<file path="src/design/blrc_pkg.sv">
// ----------------------------------------------------------------------------
// blrc_pkg
// Shared types and constants for the binary link record checker: parse
// phases, result kinds, error codes and the packed result item.
// ----------------------------------------------------------------------------
`default_nettype none

package blrc_pkg;

   typedef enum logic [3:0] {
      PH_HEADER,
      PH_WLEN,
      PH_WORD,
      PH_TOT_LO,
      PH_TOT_HI,
      PH_NPAIRS,
      PH_PAIR,
      PH_FOOT_LO,
      PH_FOOT_HI,
      PH_IDLE
   } phase_type;

   localparam logic [1:0] KIND_RECORD  = 2'd0;
   localparam logic [1:0] KIND_SUMMARY = 2'd1;
   localparam logic [1:0] KIND_FATAL   = 2'd2;

   localparam logic [2:0] ERR_NONE        = 3'd0;
   localparam logic [2:0] ERR_BAD_MAGIC   = 3'd1;
   localparam logic [2:0] ERR_BAD_VERSION = 3'd2;
   localparam logic [2:0] ERR_WORD_LONG   = 3'd3;
   localparam logic [2:0] ERR_TRUNCATED   = 3'd4;
   localparam logic [2:0] ERR_MANY_PAIRS  = 3'd5;
   localparam logic [2:0] ERR_NO_CHECKSUM = 3'd6;

   localparam logic [7:0] MAGIC_0      = 8'h4E;
   localparam logic [7:0] MAGIC_1      = 8'h49;
   localparam logic [7:0] MAGIC_2      = 8'h41;
   localparam logic [7:0] MAGIC_3      = 8'h4C;
   localparam logic [7:0] FILE_VERSION = 8'd4;

   localparam int TDATA_W = 112;

   typedef struct packed {
      logic [1:0]  result_kind;
      logic [15:0] entry_index;
      logic        record_ok;
      logic [15:0] record_total;
      logic [7:0]  record_pairs;
      logic        entry_warning;
      logic [2:0]  error_code;
      logic        checksum_ok;
      logic [16:0] error_count;
      logic [22:0] pair_total;
      logic [15:0] pair_least;
      logic [7:0]  pair_most;
   } result_type;

endpackage

`default_nettype wire

</file>
<file path="src/design/blrc_skid.sv">
// ----------------------------------------------------------------------------
// blrc_skid
// Two-entry output buffer for result requests: an output register plus a
// skid register, so the input side waits only while the skid register is full.
// ----------------------------------------------------------------------------
`default_nettype none

module blrc_skid
   import blrc_pkg::*;
(
   input  wire logic       clock,
   input  wire logic       reset,
   input  wire logic       in_valid,
   output      logic       in_ready,
   input  wire result_type in_data,
   output      logic       out_valid,
   input  wire logic       out_ready,
   output      result_type out_data
);

   logic       out_valid_ff, out_valid_in;
   logic       skid_valid_ff, skid_valid_in;
   result_type out_data_ff, out_data_in;
   result_type skid_data_ff, skid_data_in;
   logic       pop;

   assign in_ready  = !skid_valid_ff;
   assign out_valid = out_valid_ff;
   assign out_data  = out_data_ff;
   assign pop       = out_valid_ff && out_ready;

   always_comb begin
      out_valid_in  = out_valid_ff;
      skid_valid_in = skid_valid_ff;
      out_data_in   = out_data_ff;
      skid_data_in  = skid_data_ff;
      if (skid_valid_ff) begin
         if (pop) begin
            out_data_in   = skid_data_ff;
            skid_valid_in = 1'b0;
         end
      end else if (in_valid) begin
         if (!out_valid_ff || pop) begin
            out_data_in  = in_data;
            out_valid_in = 1'b1;
         end else begin
            skid_data_in  = in_data;
            skid_valid_in = 1'b1;
         end
      end else if (pop) begin
         out_valid_in = 1'b0;
      end
   end

   always_ff @(posedge clock) begin
      if (reset) begin
         out_valid_ff  <= 1'b0;
         skid_valid_ff <= 1'b0;
      end else begin
         out_valid_ff  <= out_valid_in;
         skid_valid_ff <= skid_valid_in;
      end
   end

   always_ff @(posedge clock) begin
      out_data_ff  <= out_data_in;
      skid_data_ff <= skid_data_in;
   end

endmodule

`default_nettype wire

</file>
<file path="src/design/blrc_parser.sv">
// ----------------------------------------------------------------------------
// blrc_parser
// Byte-wide parse of the save file: header check, record fields, pair
// sums, payload checksum and the running summary; one byte per cycle while accept is high.
// ----------------------------------------------------------------------------
`default_nettype none

module blrc_parser
   import blrc_pkg::*;
#(
   parameter int MAX_PAIRS = 100,
   parameter int MAX_WORD  = 31
) (
   input  wire logic       clock,
   input  wire logic       reset,
   input  wire logic       accept,
   input  wire logic [7:0] data_byte,
   input  wire logic       file_start,
   input  wire logic       file_end,
   output      logic       result_valid,
   output      result_type result
);

   localparam int SUM_W = $clog2(MAX_PAIRS * 65535 + 1);
   localparam int CMP_W = SUM_W + 16;
   localparam logic [7:0] MAX_PAIRS_B = 8'(MAX_PAIRS);
   localparam logic [7:0] MAX_WORD_B  = 8'(MAX_WORD);

   localparam logic [7:0] HDR_VER_POS    = 8'd4;
   localparam logic [7:0] HDR_CNT_LO_POS = 8'd5;
   localparam logic [7:0] HDR_LAST_POS   = 8'd6;

   localparam logic [1:0] PAIR_ID_LO  = 2'd0;
   localparam logic [1:0] PAIR_ID_HI  = 2'd1;
   localparam logic [1:0] PAIR_CNT_LO = 2'd2;
   localparam logic [1:0] PAIR_CNT_HI = 2'd3;

   function automatic logic is_alnum(input logic [7:0] c);
      return (c >= 8'h30 && c <= 8'h39) || (c >= 8'h41 && c <= 8'h5A) ||
             (c >= 8'h61 && c <= 8'h7A);
   endfunction

   phase_type          phase_ff, phase_in, c_phase;
   logic [7:0]         pos_ff, pos_in, c_pos;
   logic [15:0]        wc_ff, wc_in, c_wc;
   logic [15:0]        entry_ff, entry_in, c_entry;
   logic [7:0]         wlen_ff, wlen_in, c_wlen;
   logic [15:0]        csum_ff, csum_in, c_csum;
   logic [15:0]        total_ff, total_in, c_total;
   logic [7:0]         npairs_ff, npairs_in, c_npairs;
   logic [7:0]         remain_ff, remain_in, c_remain;
   logic [SUM_W-1:0]   sum_ff, sum_in, c_sum;
   logic [7:0]         low_ff, low_in, c_low;
   logic               ok_ff, ok_in, c_ok;
   logic               warn_ff, warn_in, c_warn;
   logic               magic_bad_ff, magic_bad_in, c_magic_bad;
   logic               ver_bad_ff, ver_bad_in, c_ver_bad;
   logic [16:0]        bad_ff, bad_in, c_bad;
   logic [22:0]        acc_ff, acc_in, c_acc;
   logic [15:0]        least_ff, least_in, c_least;
   logic [7:0]         most_ff, most_in, c_most;

   logic               has_result;
   logic               do_finish;
   logic               rec_ok;
   logic [7:0]         b;

   assign b            = data_byte;
   assign result_valid = accept && has_result;

   always_comb begin
      // a start marker restarts the parse before the byte is taken
      c_phase     = file_start ? PH_HEADER : phase_ff;
      c_pos       = file_start ? '0 : pos_ff;
      c_wc        = file_start ? '0 : wc_ff;
      c_entry     = file_start ? '0 : entry_ff;
      c_wlen      = file_start ? '0 : wlen_ff;
      c_csum      = file_start ? '0 : csum_ff;
      c_total     = file_start ? '0 : total_ff;
      c_npairs    = file_start ? '0 : npairs_ff;
      c_remain    = file_start ? '0 : remain_ff;
      c_sum       = file_start ? '0 : sum_ff;
      c_low       = file_start ? '0 : low_ff;
      c_ok        = file_start ? 1'b1 : ok_ff;
      c_warn      = file_start ? 1'b0 : warn_ff;
      c_magic_bad = file_start ? 1'b0 : magic_bad_ff;
      c_ver_bad   = file_start ? 1'b0 : ver_bad_ff;
      c_bad       = file_start ? '0 : bad_ff;
      c_acc       = file_start ? '0 : acc_ff;
      c_least     = file_start ? 16'hFFFF : least_ff;
      c_most      = file_start ? '0 : most_ff;

      phase_in     = c_phase;
      pos_in       = c_pos;
      wc_in        = c_wc;
      entry_in     = c_entry;
      wlen_in      = c_wlen;
      csum_in      = c_csum;
      total_in     = c_total;
      npairs_in    = c_npairs;
      remain_in    = c_remain;
      sum_in       = c_sum;
      low_in       = c_low;
      ok_in        = c_ok;
      warn_in      = c_warn;
      magic_bad_in = c_magic_bad;
      ver_bad_in   = c_ver_bad;
      bad_in       = c_bad;
      acc_in       = c_acc;
      least_in     = c_least;
      most_in      = c_most;

      has_result = 1'b0;
      do_finish  = 1'b0;
      rec_ok     = 1'b0;
      result     = '0;

      if (file_end) begin
         if (c_phase != PH_IDLE) begin
            has_result         = 1'b1;
            result.result_kind = KIND_FATAL;
            phase_in           = PH_IDLE;
            if (c_phase == PH_HEADER) begin
               result.error_code = ERR_TRUNCATED;
            end else if (c_phase == PH_FOOT_LO || c_phase == PH_FOOT_HI) begin
               result.entry_index = c_entry;
               result.error_code  = ERR_NO_CHECKSUM;
            end else begin
               result.entry_index = c_entry;
               result.error_code  = ERR_TRUNCATED;
            end
         end
      end else begin
         if (c_phase != PH_HEADER && c_phase != PH_IDLE &&
             c_phase != PH_FOOT_LO && c_phase != PH_FOOT_HI) begin
            csum_in = c_csum + 16'(b);
         end

         unique case (c_phase)
            PH_HEADER: begin
               if ((c_pos == 8'd0 && b != MAGIC_0) || (c_pos == 8'd1 && b != MAGIC_1) ||
                   (c_pos == 8'd2 && b != MAGIC_2) || (c_pos == 8'd3 && b != MAGIC_3)) begin
                  magic_bad_in = 1'b1;
               end
               if (c_pos == HDR_VER_POS && b != FILE_VERSION) begin
                  ver_bad_in = 1'b1;
               end
               if (c_pos == HDR_CNT_LO_POS) begin
                  low_in = b;
               end
               if (c_pos < HDR_LAST_POS) begin
                  pos_in = c_pos + 8'd1;
               end else begin
                  wc_in = {b, c_low};
                  if (c_magic_bad) begin
                     has_result         = 1'b1;
                     result.result_kind = KIND_FATAL;
                     result.error_code  = ERR_BAD_MAGIC;
                     phase_in           = PH_IDLE;
                  end else if (c_ver_bad) begin
                     has_result         = 1'b1;
                     result.result_kind = KIND_FATAL;
                     result.error_code  = ERR_BAD_VERSION;
                     phase_in           = PH_IDLE;
                  end else begin
                     ok_in        = 1'b1;
                     warn_in      = 1'b0;
                     magic_bad_in = 1'b0;
                     ver_bad_in   = 1'b0;
                     pos_in       = '0;
                     phase_in     = PH_WLEN;
                  end
               end
            end
            PH_WLEN: begin
               ok_in     = 1'b1;
               warn_in   = 1'b0;
               sum_in    = '0;
               total_in  = '0;
               npairs_in = '0;
               if (b > MAX_WORD_B) begin
                  has_result         = 1'b1;
                  result.result_kind = KIND_FATAL;
                  result.entry_index = c_entry;
                  result.error_code  = ERR_WORD_LONG;
                  phase_in           = PH_IDLE;
               end else begin
                  wlen_in  = b;
                  warn_in  = (c_entry == 16'd0) && (b != 8'd0);
                  pos_in   = '0;
                  phase_in = (b == 8'd0) ? PH_TOT_LO : PH_WORD;
               end
            end
            PH_WORD: begin
               if (c_entry != 16'd0 && !is_alnum(b)) begin
                  warn_in = 1'b1;
               end
               pos_in = c_pos + 8'd1;
               if ({1'b0, c_pos} + 9'd1 >= {1'b0, c_wlen}) begin
                  phase_in = PH_TOT_LO;
               end
            end
            PH_TOT_LO: begin
               low_in   = b;
               phase_in = PH_TOT_HI;
            end
            PH_TOT_HI: begin
               total_in = {b, c_low};
               phase_in = PH_NPAIRS;
            end
            PH_NPAIRS: begin
               npairs_in = b;
               if (b > MAX_PAIRS_B) begin
                  has_result         = 1'b1;
                  result.result_kind = KIND_FATAL;
                  result.entry_index = c_entry;
                  result.error_code  = ERR_MANY_PAIRS;
                  phase_in           = PH_IDLE;
               end else if (b == 8'd0) begin
                  do_finish = 1'b1;
               end else begin
                  remain_in = b;
                  pos_in    = '0;
                  phase_in  = PH_PAIR;
               end
            end
            PH_PAIR: begin
               case (c_pos[1:0])
                  PAIR_ID_LO, PAIR_CNT_LO: begin
                     low_in = b;
                     pos_in = c_pos + 8'd1;
                  end
                  PAIR_ID_HI: begin
                     if (c_low == 8'd0 && b == 8'd0) begin
                        ok_in = 1'b0;
                     end
                     pos_in = 8'(PAIR_CNT_LO);
                  end
                  PAIR_CNT_HI: begin
                     sum_in    = c_sum + SUM_W'({b, c_low});
                     pos_in    = '0;
                     remain_in = c_remain - 8'd1;
                     if (c_remain == 8'd1) begin
                        do_finish = 1'b1;
                     end
                  end
                  default: begin
                     pos_in = '0;
                  end
               endcase
            end
            PH_FOOT_LO: begin
               low_in   = b;
               phase_in = PH_FOOT_HI;
            end
            PH_FOOT_HI: begin
               has_result         = 1'b1;
               result.result_kind = KIND_SUMMARY;
               result.entry_index = c_wc;
               result.checksum_ok = ({b, c_low} == c_csum);
               result.error_count = c_bad;
               result.pair_total  = c_acc;
               result.pair_least  = c_least;
               result.pair_most   = c_most;
               phase_in           = PH_IDLE;
            end
            PH_IDLE: begin
            end
            default: begin
               phase_in = PH_IDLE;
            end
         endcase

         if (do_finish) begin
            rec_ok               = ok_in && (CMP_W'(sum_in) == CMP_W'(total_in));
            has_result           = 1'b1;
            result.result_kind   = KIND_RECORD;
            result.entry_index   = c_entry;
            result.record_ok     = rec_ok;
            result.record_total  = total_in;
            result.record_pairs  = npairs_in;
            result.entry_warning = warn_in;
            if (rec_ok) begin
               acc_in = c_acc + 23'(npairs_in);
               if (16'(npairs_in) < c_least) begin
                  least_in = 16'(npairs_in);
               end
               if (npairs_in > c_most) begin
                  most_in = npairs_in;
               end
            end else begin
               bad_in = c_bad + 17'd1;
            end
            if (c_entry == c_wc) begin
               phase_in = PH_FOOT_LO;
            end else begin
               entry_in = c_entry + 16'd1;
               phase_in = PH_WLEN;
            end
         end
      end
   end

   always_ff @(posedge clock) begin
      if (reset) begin
         phase_ff     <= PH_HEADER;
         pos_ff       <= '0;
         wc_ff        <= '0;
         entry_ff     <= '0;
         wlen_ff      <= '0;
         csum_ff      <= '0;
         total_ff     <= '0;
         npairs_ff    <= '0;
         remain_ff    <= '0;
         sum_ff       <= '0;
         low_ff       <= '0;
         ok_ff        <= 1'b1;
         warn_ff      <= 1'b0;
         magic_bad_ff <= 1'b0;
         ver_bad_ff   <= 1'b0;
         bad_ff       <= '0;
         acc_ff       <= '0;
         least_ff     <= 16'hFFFF;
         most_ff      <= '0;
      end else if (accept) begin
         phase_ff     <= phase_in;
         pos_ff       <= pos_in;
         wc_ff        <= wc_in;
         entry_ff     <= entry_in;
         wlen_ff      <= wlen_in;
         csum_ff      <= csum_in;
         total_ff     <= total_in;
         npairs_ff    <= npairs_in;
         remain_ff    <= remain_in;
         sum_ff       <= sum_in;
         low_ff       <= low_in;
         ok_ff        <= ok_in;
         warn_ff      <= warn_in;
         magic_bad_ff <= magic_bad_in;
         ver_bad_ff   <= ver_bad_in;
         bad_ff       <= bad_in;
         acc_ff       <= acc_in;
         least_ff     <= least_in;
         most_ff      <= most_in;
      end
   end

endmodule

`default_nettype wire

</file>
<file path="src/design/binary_link_record_checker_top.sv">
// ----------------------------------------------------------------------------
// binary_link_record_checker_top
// Checks a binary link save file streamed one byte per request and gives a
// result per record, an end summary or a fatal error.
// ----------------------------------------------------------------------------
// a result reaches rsp from the output register and waits in the skid register while an older one is held
// throughput: one request per cycle while req_tready is high, set by the combinational parse update
// a two-entry output buffer keeps req_tready high while one result waits
// reset: synchronous, clears the parse to the start of a header
// ----------------------------------------------------------------------------
`default_nettype none

module binary_link_record_checker_top
   import blrc_pkg::*;
#(
   parameter int MAX_PAIRS = 100,
   parameter int MAX_WORD  = 31
) (
   input  wire logic               clock,
   input  wire logic               reset,
   input  wire logic               req_tvalid,
   output      logic               req_tready,
   input  wire logic [7:0]         req_tdata,  // data_byte
   input  wire logic [1:0]         req_tuser,  // file_start, file_end
   output      logic               rsp_tvalid,
   input  wire logic               rsp_tready,
   output      logic [TDATA_W-1:0] rsp_tdata,  // entry_index, record_ok, record_total,
                                               // record_pairs, entry_warning, error_code,
                                               // checksum_ok, error_count, pair_total,
                                               // pair_least, pair_most, zero fill
   output      logic [1:0]         rsp_tuser   // result_kind
);

   logic       accept;
   logic       push;
   result_type new_result;
   result_type out_result;

   assign accept = req_tvalid && req_tready;

   blrc_parser #(
      .MAX_PAIRS (MAX_PAIRS),
      .MAX_WORD  (MAX_WORD)
   ) u_parser (
      .clock        (clock),
      .reset        (reset),
      .accept       (accept),
      .data_byte    (req_tdata),
      .file_start   (req_tuser[0]),
      .file_end     (req_tuser[1]),
      .result_valid (push),
      .result       (new_result)
   );

   blrc_skid u_skid (
      .clock     (clock),
      .reset     (reset),
      .in_valid  (push),
      .in_ready  (req_tready),
      .in_data   (new_result),
      .out_valid (rsp_tvalid),
      .out_ready (rsp_tready),
      .out_data  (out_result)
   );

   assign rsp_tuser = out_result.result_kind;
   assign rsp_tdata = {2'b00,
                       out_result.pair_most,
                       out_result.pair_least,
                       out_result.pair_total,
                       out_result.error_count,
                       out_result.checksum_ok,
                       out_result.error_code,
                       out_result.entry_warning,
                       out_result.record_pairs,
                       out_result.record_total,
                       out_result.record_ok,
                       out_result.entry_index};

   a_stall_only_when_full: assert property (@(posedge clock) disable iff (reset)
      !req_tready |-> rsp_tvalid)
      else $error("input stalled with no result waiting");

   a_empty_file_fatal: assert property (@(posedge clock) disable iff (reset)
      (accept && req_tuser[0] && req_tuser[1]) |=> rsp_tvalid)
      else $error("empty file gave no result");

   a_fatal_has_code: assert property (@(posedge clock) disable iff (reset)
      (rsp_tvalid && rsp_tuser == KIND_FATAL) |-> (rsp_tdata[44:42] != ERR_NONE))
      else $error("fatal result without error code");

   a_record_no_code: assert property (@(posedge clock) disable iff (reset)
      (rsp_tvalid && rsp_tuser == KIND_RECORD) |-> (rsp_tdata[44:42] == ERR_NONE))
      else $error("record result carries error code");

endmodule

`default_nettype wire

</file>
<file path="config.mk">
export PLATFORM = sky130hd
export DESIGN_NAME = binary_link_record_checker_top
export DESIGN_NICKNAME = d
export VERILOG_FILES = /design/src/design/blrc_pkg.sv /design/src/design/blrc_skid.sv /design/src/design/blrc_parser.sv /design/src/design/binary_link_record_checker_top.sv
export SDC_FILE = /design/constraint.sdc
export NUM_CORES = 1
export LEC_CHECK = 0
export BUFFER_PORTS_ARGS = -buffer_cell sky130_fd_sc_hd__buf_2
export CAP_MARGIN = 20
export CORE_MARGIN = 2
export CORE_UTILIZATION = 36
export CTS_CLUSTER_DIAMETER = 50
export CTS_CLUSTER_SIZE = 10
export DETAILED_ROUTE_END_ITERATION = 10
export GPL_ROUTABILITY_DRIVEN = 0
export GPL_TIMING_DRIVEN = 0
export PLACE_DENSITY = 0.63
export SYNTH_ARGS = -nofsm -noshare
export SYNTH_HDL_FRONTEND = slang
export SYNTH_SLANG_ARGS = --single-unit
</file>
<file path="constraint.sdc">
create_clock -name clock -period 9.4 [get_ports clock]
set_clock_uncertainty 0.2 [all_clocks]
set_input_delay 0 -clock clock [delete_from_list [all_inputs] [get_ports clock]]
set_output_delay 0 -clock clock [all_outputs]
set_load 0.01 [all_outputs]
</file>
==> results of run 1 <==
[metrics by stage]
stage,setup slack [ns],power (µW),cell area [µm²],util
after floorplan,0.759,2230,23300,-
after global placement,-3.98,2360,25000,0.390
after detailed placement,-0.613,2360,25200,0.392
after CTS,0.269,4480,27100,0.422
after global routing,0.151,4580,27100,0.422
final,0.263,4450,27100,0.422
[area by class of cell]
class,instances,share of cell area
Inverter,64,0.00885
Timing Repair Buffer,147,0.0325
Clock inverter,18,0.00742
Multi-Input combinational cell,1813,0.427
Buffer,184,0.0293
Sequential cell,425,0.396
Clock buffer,85,0.0595
Antenna cell,1,0.0000922
Tap cell,855,0.0394
[logic make-up after synthesis]
logic type	count (synthesis)
other	1
adders and majority gates	59
muxes	111
DFF	425
AOI/OAI and AO/OA	633
and+or+nand+nor	925
xor gates and xnor gates	83
buffers and inverters	249
[state kept, by name, summed over array words and instances, names as in the netlist, 16 cells and up]
name	flops
u_parser.sum_ff	23
u_parser.csum_ff	16
u_skid.out_data	112
u_parser.total_ff	16
u_skid.skid_data_ff	112
u_parser.entry_ff	16
u_parser.bad_ff	17
u_parser.acc_ff	23
u_parser.wc_ff	16
u_parser.least_ff	16
[worst max-delay path by stage]
| stage | start | endpoint | slack, ns | cells after the start |
|---|---|---|---|---|
| after detailed placement | req_tuser[0] | u_parser.bad_ff[10]$_SDFFE_PP0P_ | -0.61 | 27 |
| after floorplan | req_tuser[0] | u_skid.out_data[0]$_DFFE_PP_ | 0.76 | 14 |
| after global routing | req_tuser[0] | u_parser.most_ff[1]$_SDFFE_PP0P_ | 0.15 | 29 |
| after CTS | req_tuser[0] | u_parser.bad_ff[10]$_SDFFE_PP0P_ | 0.27 | 27 |
| after global placement | req_tuser[0] | u_skid.out_data[80]$_DFFE_PP_ | -3.98 | 15 |
| final | req_tuser[0] | u_parser.bad_ff[10]$_SDFFE_PP0P_ | 0.26 | 26 |
[critical path, stage by stage]
cell and delay [ns]:
buf_2 0.17, buf_2 0.27, buf_2 0.33, buf_4 0.29, buf_4 0.26, buf_2 0.47, buf_2 0.43, buf_1 0.64
clkbuf_2 0.70, clkbuf_1 0.63, buf_1 0.63, nor2_1 0.23, ha_1 0.34, maj3_2 0.34, maj3_2 0.35, a22oi_2 0.26
o211ai_1 0.24, nand4_1 0.17, o2111ai_1 0.13, nor4_1 0.89, nor3_1 0.27, nand3_1 0.20, buf_2 0.30, buf_1 0.44
a311oi_1 0.17, a41o_1 0.24
[cell usage after synthesis (8+ instances only)]
cell type  number
o21a_1         17
a21o_1         29
mux2_2         87
xor2_1         21
and3_1         41
or2_2           8
inv_1          63
nand2b_1       14
o21ai_1        11
and2_1         74
ha_1           54
nor2b_1        45
edfxtp_1      224
nor3b_1         9
o2111ai_1       8
buf_4           9
a31oi_1        21
dfxtp_1       201
nor3_1         41
a211oi_1       25
buf_1          13
nor4_1         22
a311oi_1       18
nand3_1        43
nand4_1        44
a41o_1         11
buf_2          26
or3_1           8
o22ai_1        12
clkbuf_1      133
xnor2_1        62
o31ai_1        46
mux2i_1        17
a22o_1         28
o211ai_1       22
nor2_1        325
nand2_1       215
a21oi_1       126
o21ai_0        81
a22oi_1        91
a221oi_1        8
[per-layer routing]
metal | track usage | vias up | wire [µm]
met3 | 0.0553 | 345 | 7840
li1 | - | 9578 | -
met1 | 0.292 | 10200 | 31900
met2 | 0.360 | 1217 | 35000
met5 | 0 | - | 0
met4 | 0.140 | 0 | 5260
[cells in the final DEF (no fill, tap or decap), types with 60 or more instances in the layout]
cell	instances
a21oi_1	126
clkbuf_16	60
and2_1	74
o21ai_0	81
xnor2_1	62
clkbuf_1	152
nand2_1	215
a22oi_1	90
dfxtp_1	201
inv_1	63
nor2_1	325
buf_2	152
mux2_2	87
edfxtp_1	224
[what timing repair did]
item | CTS | global route
hold endpoints to repair | 92 | 0
hold buffers | 12 | 0
gates resized for setup | 1 | 4
setup endpoints to repair | 1 | 56
pin swaps | 0 | 0
[power groups by stage]
stage	Sequential [µW]	Clock [µW]	Combinational (µW)
floorplan	2060	0	168
global placement	2050	0	311
detailed placement	2040	0	324
CTS	2000	2150	329
global route	2000	2220	356
finish	2000	2120	339
==> flow_metrics.env, run 1 <==
export IMPL_p_sw_frac=0.249
export IMPL_p_leak_uw=0.00995
export IMPL_tns_ns=0
export IMPL_via_per_inst=5.94
export IMPL_cts_buffers=58
export IMPL_setup_viol=0
export IMPL_synth_edff_count=224
export IMPL_ys_types=99
export IMPL_report_final_slew_viol_count=0
export IMPL_clock_latency_ns=0.63
export IMPL_stdcell_count=3592
export IMPL_r2r_start="u_parser.pos_ff[0]$_SDFFE_PP0P_"
export IMPL_port_buffers=126
export IMPL_hold_viol=0
export IMPL_regArea_um2=10800
export IMPL_min_from="req_tdata[1]"
export IMPL_fp_dieH_um=259
export IMPL_layout_nets=2763
export IMPL_fp_dieW_um=259
export IMPL_r2r_end="u_skid.out_data[86]$_DFFE_PP_"
export IMPL_cp_end_kind="register"
export IMPL_synth_mux_area_frac=0.0526
export IMPL_reg2reg_slack_ns=2.85
export IMPL_grt_pass1_vias=20500
export IMPL_synthTopCellsByArea="edfxtp_1 29%, dfxtp_1 17%, nor2_1 5.2%"
export IMPL_synth_compound_area_frac=0.189
export IMPL_core_area_um2=64200
export IMPL_ir_drop_uv=119
export IMPL_first_pass_iters=7
export IMPL_cts_sink_count=425
export IMPL_multi_input_area_um2=11600
export IMPL_whs_ns=0.0690
export IMPL_yosys_warnings=0
export IMPL_synthCells=2486
export IMPL_post_route_period_util=0.972
export IMPL_timing_fmax_ghz=0.109
export IMPL_synth_avg_cell_area_um2=9.39
export IMPL_min_path_cells=7
export IMPL_finalCriticalPeriod_ns=9.14
export IMPL_synth_fa_ha_area_frac=0.0321
export IMPL_start_kind="input pin"
export IMPL_min_path_type="in -> reg"
export IMPL_drc_errors=0
export IMPL_cts_buffer_depth=3
export IMPL_synth_simple_area_share=0.190
export IMPL_antenna_found_initial=2
export IMPL_cp_required_ns=9.70
export IMPL_vias=21400
export IMPL_area_delta_synth_final_pct=16.2
export IMPL_h_tree_depth=2
export IMPL_root_buffer="clkbuf_16"
export IMPL_grt_overflow=0
export IMPL_dpl_cell_count=3475
export IMPL_drt_iter0_markers=2287
export IMPL_num_fill_cells=6350
export IMPL_ys_flop_type="edfxtp_1"
export IMPL_grt_usage=0.231
export IMPL_maxCapViolCount=0
export IMPL_synth_largest_area_cell="edfxtp_1"
export IMPL_path_clk_slew_ns=0.06
export IMPL_fp_dieArea_um2=66900
export IMPL_ys_ff_latch=425
export IMPL_ys_seq_area_frac=0.461
export IMPL_clockPowerShare=0.475
export IMPL_tritoncts="built"
export IMPL_p_seq_frac=0.449
export IMPL_r2r_cells=17
export IMPL_switching_power_uw=1110
export IMPL_postRouteAntennaNets=0
export IMPL_dpl_hpwl_um=57900
export IMPL_rows=93
export IMPL_combPwrFrac=0.076
export IMPL_p_per_area_nw_per_um2=164
export IMPL_routedWlPerCell_um=22.3
export IMPL_synth_top_area_frac=0.288
export IMPL_grt_pass1_wl_um=121000
export IMPL_wl_um=80000
export IMPL_initial_core_util=0.363
export IMPL_grt_max_degree=71
export IMPL_slew_headroom=0.280
export IMPL_critPathMaxFanout=19
export IMPL_drive_above_1_share=0.136
export IMPL_crit_type="in -> reg"
export IMPL_synth_top_family_by_area="simple AND/OR/NAND/NOR gates"
export IMPL_cts_setup_buffers=0
export IMPL_p_int_uw=3350
export IMPL_tightestPinTransition_ns=1.08
export IMPL_syn_area_um2=23300
export IMPL_synthXorXnorAreaFrac=0.0311
export IMPL_async_reset_ff_frac=0
export IMPL_hold_end="u_parser.csum_ff[3]$_SDFFE_PP0P_"
export IMPL_io_pins=130
export IMPL_crit_arrival_ns=9.44
export IMPL_grt_setup_unrepaired="false"
export IMPL_outcome="complete, no violations"
(Power assumes the default switching activity.)
==> run 2, diff against run 1 <==
GPL_ROUTABILITY_DRIVEN = unset   (was 0)
clock period = 8.6 ns   (was 9.4 ns; I/O delays follow)
==> run 2 against run 1 <==
- count of clock-buffer cells in the layout grew 8
- sequential power increased by 9.5%
- clock power is 27% higher
- combinational power grew 12%
- global-route usage is 1.7 points higher
- sequential share of layout area down 0.60 points
- routed wire length rose by 5.1%
- final cell count increased by 0.50%
- largest power group unchanged
- sequential cell count unchanged
- via count down 1.3%
- core utilization increased by 0.65 points
- total power grew 18%
==> flow_metrics.env, run 2 (synthesis results as in run 1) <==
export IMPL_via_per_inst=5.84
export IMPL_grt_max_degree=71
export IMPL_min_path_type="in -> reg"
export IMPL_finalCriticalPeriod_ns=8.20
export IMPL_r2r_start="u_parser.pos_ff[0]$_SDFFE_PP0P_"
export IMPL_port_buffers=126
export IMPL_timing_fmax_ghz=0.122
export IMPL_outcome="complete, no violations"
export IMPL_fp_dieArea_um2=66900
export IMPL_report_power_total_uw=5250
export IMPL_path_clk_slew_ns=0.05
export IMPL_drt_iter0_markers=2087
export IMPL_grt_pass1_vias=20500
export IMPL_io_pins=130
export IMPL_tightestPinTransition_ns=1.31
export IMPL_initial_core_util=0.363
export IMPL_n_antenna_cell=0
export IMPL_antenna_found_initial=0
export IMPL_drc_errors=0
export IMPL_final_common_cell="nor2_1"
export IMPL_reg2reg_slack_ns=2.01
export IMPL_stdcell_area_um2=27600
export IMPL_drive_above_1_share=0.145
export IMPL_setup_worst_path_end="u_parser.acc_ff[8]$_SDFFE_PP0P_"
export IMPL_grt_pass1_wl_um=127000
export IMPL_routedWlPerCell_um=23.3
export IMPL_clock_latency_ns=0.63
export IMPL_grt_overflow=0
export IMPL_grt_usage=0.249
export IMPL_core_area_um2=64200
export IMPL_h_tree_depth=3
export IMPL_place_ws_ns=-2.05
export IMPL_ir_drop_uv=119
export IMPL_cts_buffers=67
export IMPL_hold_viol=0
export IMPL_fp_dieH_um=259
export IMPL_cpMostUsedCell="buf_2"
export IMPL_first_pass_iters=7
export IMPL_critPathMaxFanout=28
export IMPL_p_per_area_nw_per_um2=191
export IMPL_maxCapViolCount=0
export IMPL_slew_headroom=0.128
export IMPL_tritoncts="built"
export IMPL_root_buffer="clkbuf_16"
export IMPL_p_leak_uw=0.0102
export IMPL_place_congestion=0.983
export IMPL_r2r_end="u_skid.out_data[86]$_DFFE_PP_"
export IMPL_worst_slack_ns=0.404
export IMPL_crit_path_max_incr_delay_ns=0.57
export IMPL_report_final_slew_viol_count=0
export IMPL_setup_viol=0
export IMPL_crit_path_top_delay_cell="clkbuf_4"
export IMPL_grt_setup_unrepaired="false"
export IMPL_postRouteAntennaNets=0
export IMPL_wl_um=84100
export IMPL_utilization=0.429
export IMPL_dpl_hpwl_um=62100
export IMPL_vias=21100
export IMPL_layout_common_cells="325 x nor2_1, 224 x edfxtp_1, 215 x nand2_1"
export IMPL_post_route_period_util=0.953
export IMPL_area_delta_synth_final_pct=18.0
export IMPL_r2r_cells=17
export IMPL_cts_sink_count=425
export IMPL_fp_dieW_um=259
export IMPL_crit_arrival_ns=8.53
export IMPL_cts_buffer_depth=3
export IMPL_min_from="req_tdata[1]"
export IMPL_layout_nets=2772
export IMPL_placed_area_um2=25200
export IMPL_cp_end_kind="register"
export IMPL_cp_required_ns=8.94
export IMPL_startpoint="req_tuser[0]"
export IMPL_start_kind="input pin"
export IMPL_crit_type="in -> reg"
export IMPL_rows=93
-- run 2: what timing repair did --
action | in CTS | in global routing
setup buffers | 0 | 0
pin swaps | 0 | 0
resized for setup | 4 | 1
endpoints found under the hold margin | 81 | 0
setup endpoints to repair | 66 | 63
hold buffers | 12 | 0
-- run 2: area by class of cell --
type | instances | area, µm²
Buffer | 182 | 787
Clock buffer | 93 | 1860
Clock inverter | 29 | 358
Fill cell | 6258 | 36700
Inverter | 64 | 240
Multi-Input combinational cell | 1813 | 11600
Sequential cell | 425 | 10800
Tap cell | 855 | 1070
Timing Repair Buffer | 149 | 913
-- run 2: routing by layer --
layer	vias to the layer above	track usage	routed length [µm]
li1	9632	-	-
met1	10300	0.319	34900
met2	952	0.400	38500
met3	219	0.0477	6610
met4	0	0.127	4170
met5	-	0	0
-- run 2: worst min-delay path by stage --
stage / to / slack (ns) / depth (start not counted)
after floorplan: u_skid.skid_valid_ff$_SDFF_PP0_ / -0.1 / 1
after global placement: u_skid.skid_valid_ff$_SDFF_PP0_ / 0.03 / 2
final: u_parser.csum_ff[3]$_SDFFE_PP0P_ / 0.07 / 7
after CTS: u_parser.csum_ff[3]$_SDFFE_PP0P_ / 0.03 / 7
after global routing: u_parser.csum_ff[1]$_SDFFE_PP0P_ / 0.1 / 6
after detailed placement: u_skid.skid_valid_ff$_SDFF_PP0_ / 0.04 / 2
-- run 2: where the power goes --
group | switching (µW) | internal (µW)
combinational | 278 | 100
clock | 1030 | 1650
sequential | 11.2 | 2170
-- run 2: critical path, delay by kind of cell --
family	cells	cell delay, ns
buffers and inverters	14	4.64
adder cells (fa/ha/maj)	2	0.57
AND/OR/NAND/NOR	7	2.22
AO/OA/AOI/OAI	4	0.82
XOR/XNOR	1	0.21
-- run 2: stage by stage --
| stage | hold WS, ns | setup TNS (ns) | cells |
|---|---|---|---|
| 6_report | 0.0688 | 0 | 3610 |
| 5_1_grt | 0.0952 | 0 | 3610 |
| 4_1_cts | 0.0336 | 0 | 3612 |
| 3_5_place_dp | 0.0392 | -125.94 | 3479 |
| 3_3_place_gp | 0.0268 | -437.48 | 3468 |
| 2_1_floorplan | -0.0999 | 0 | 2487 |
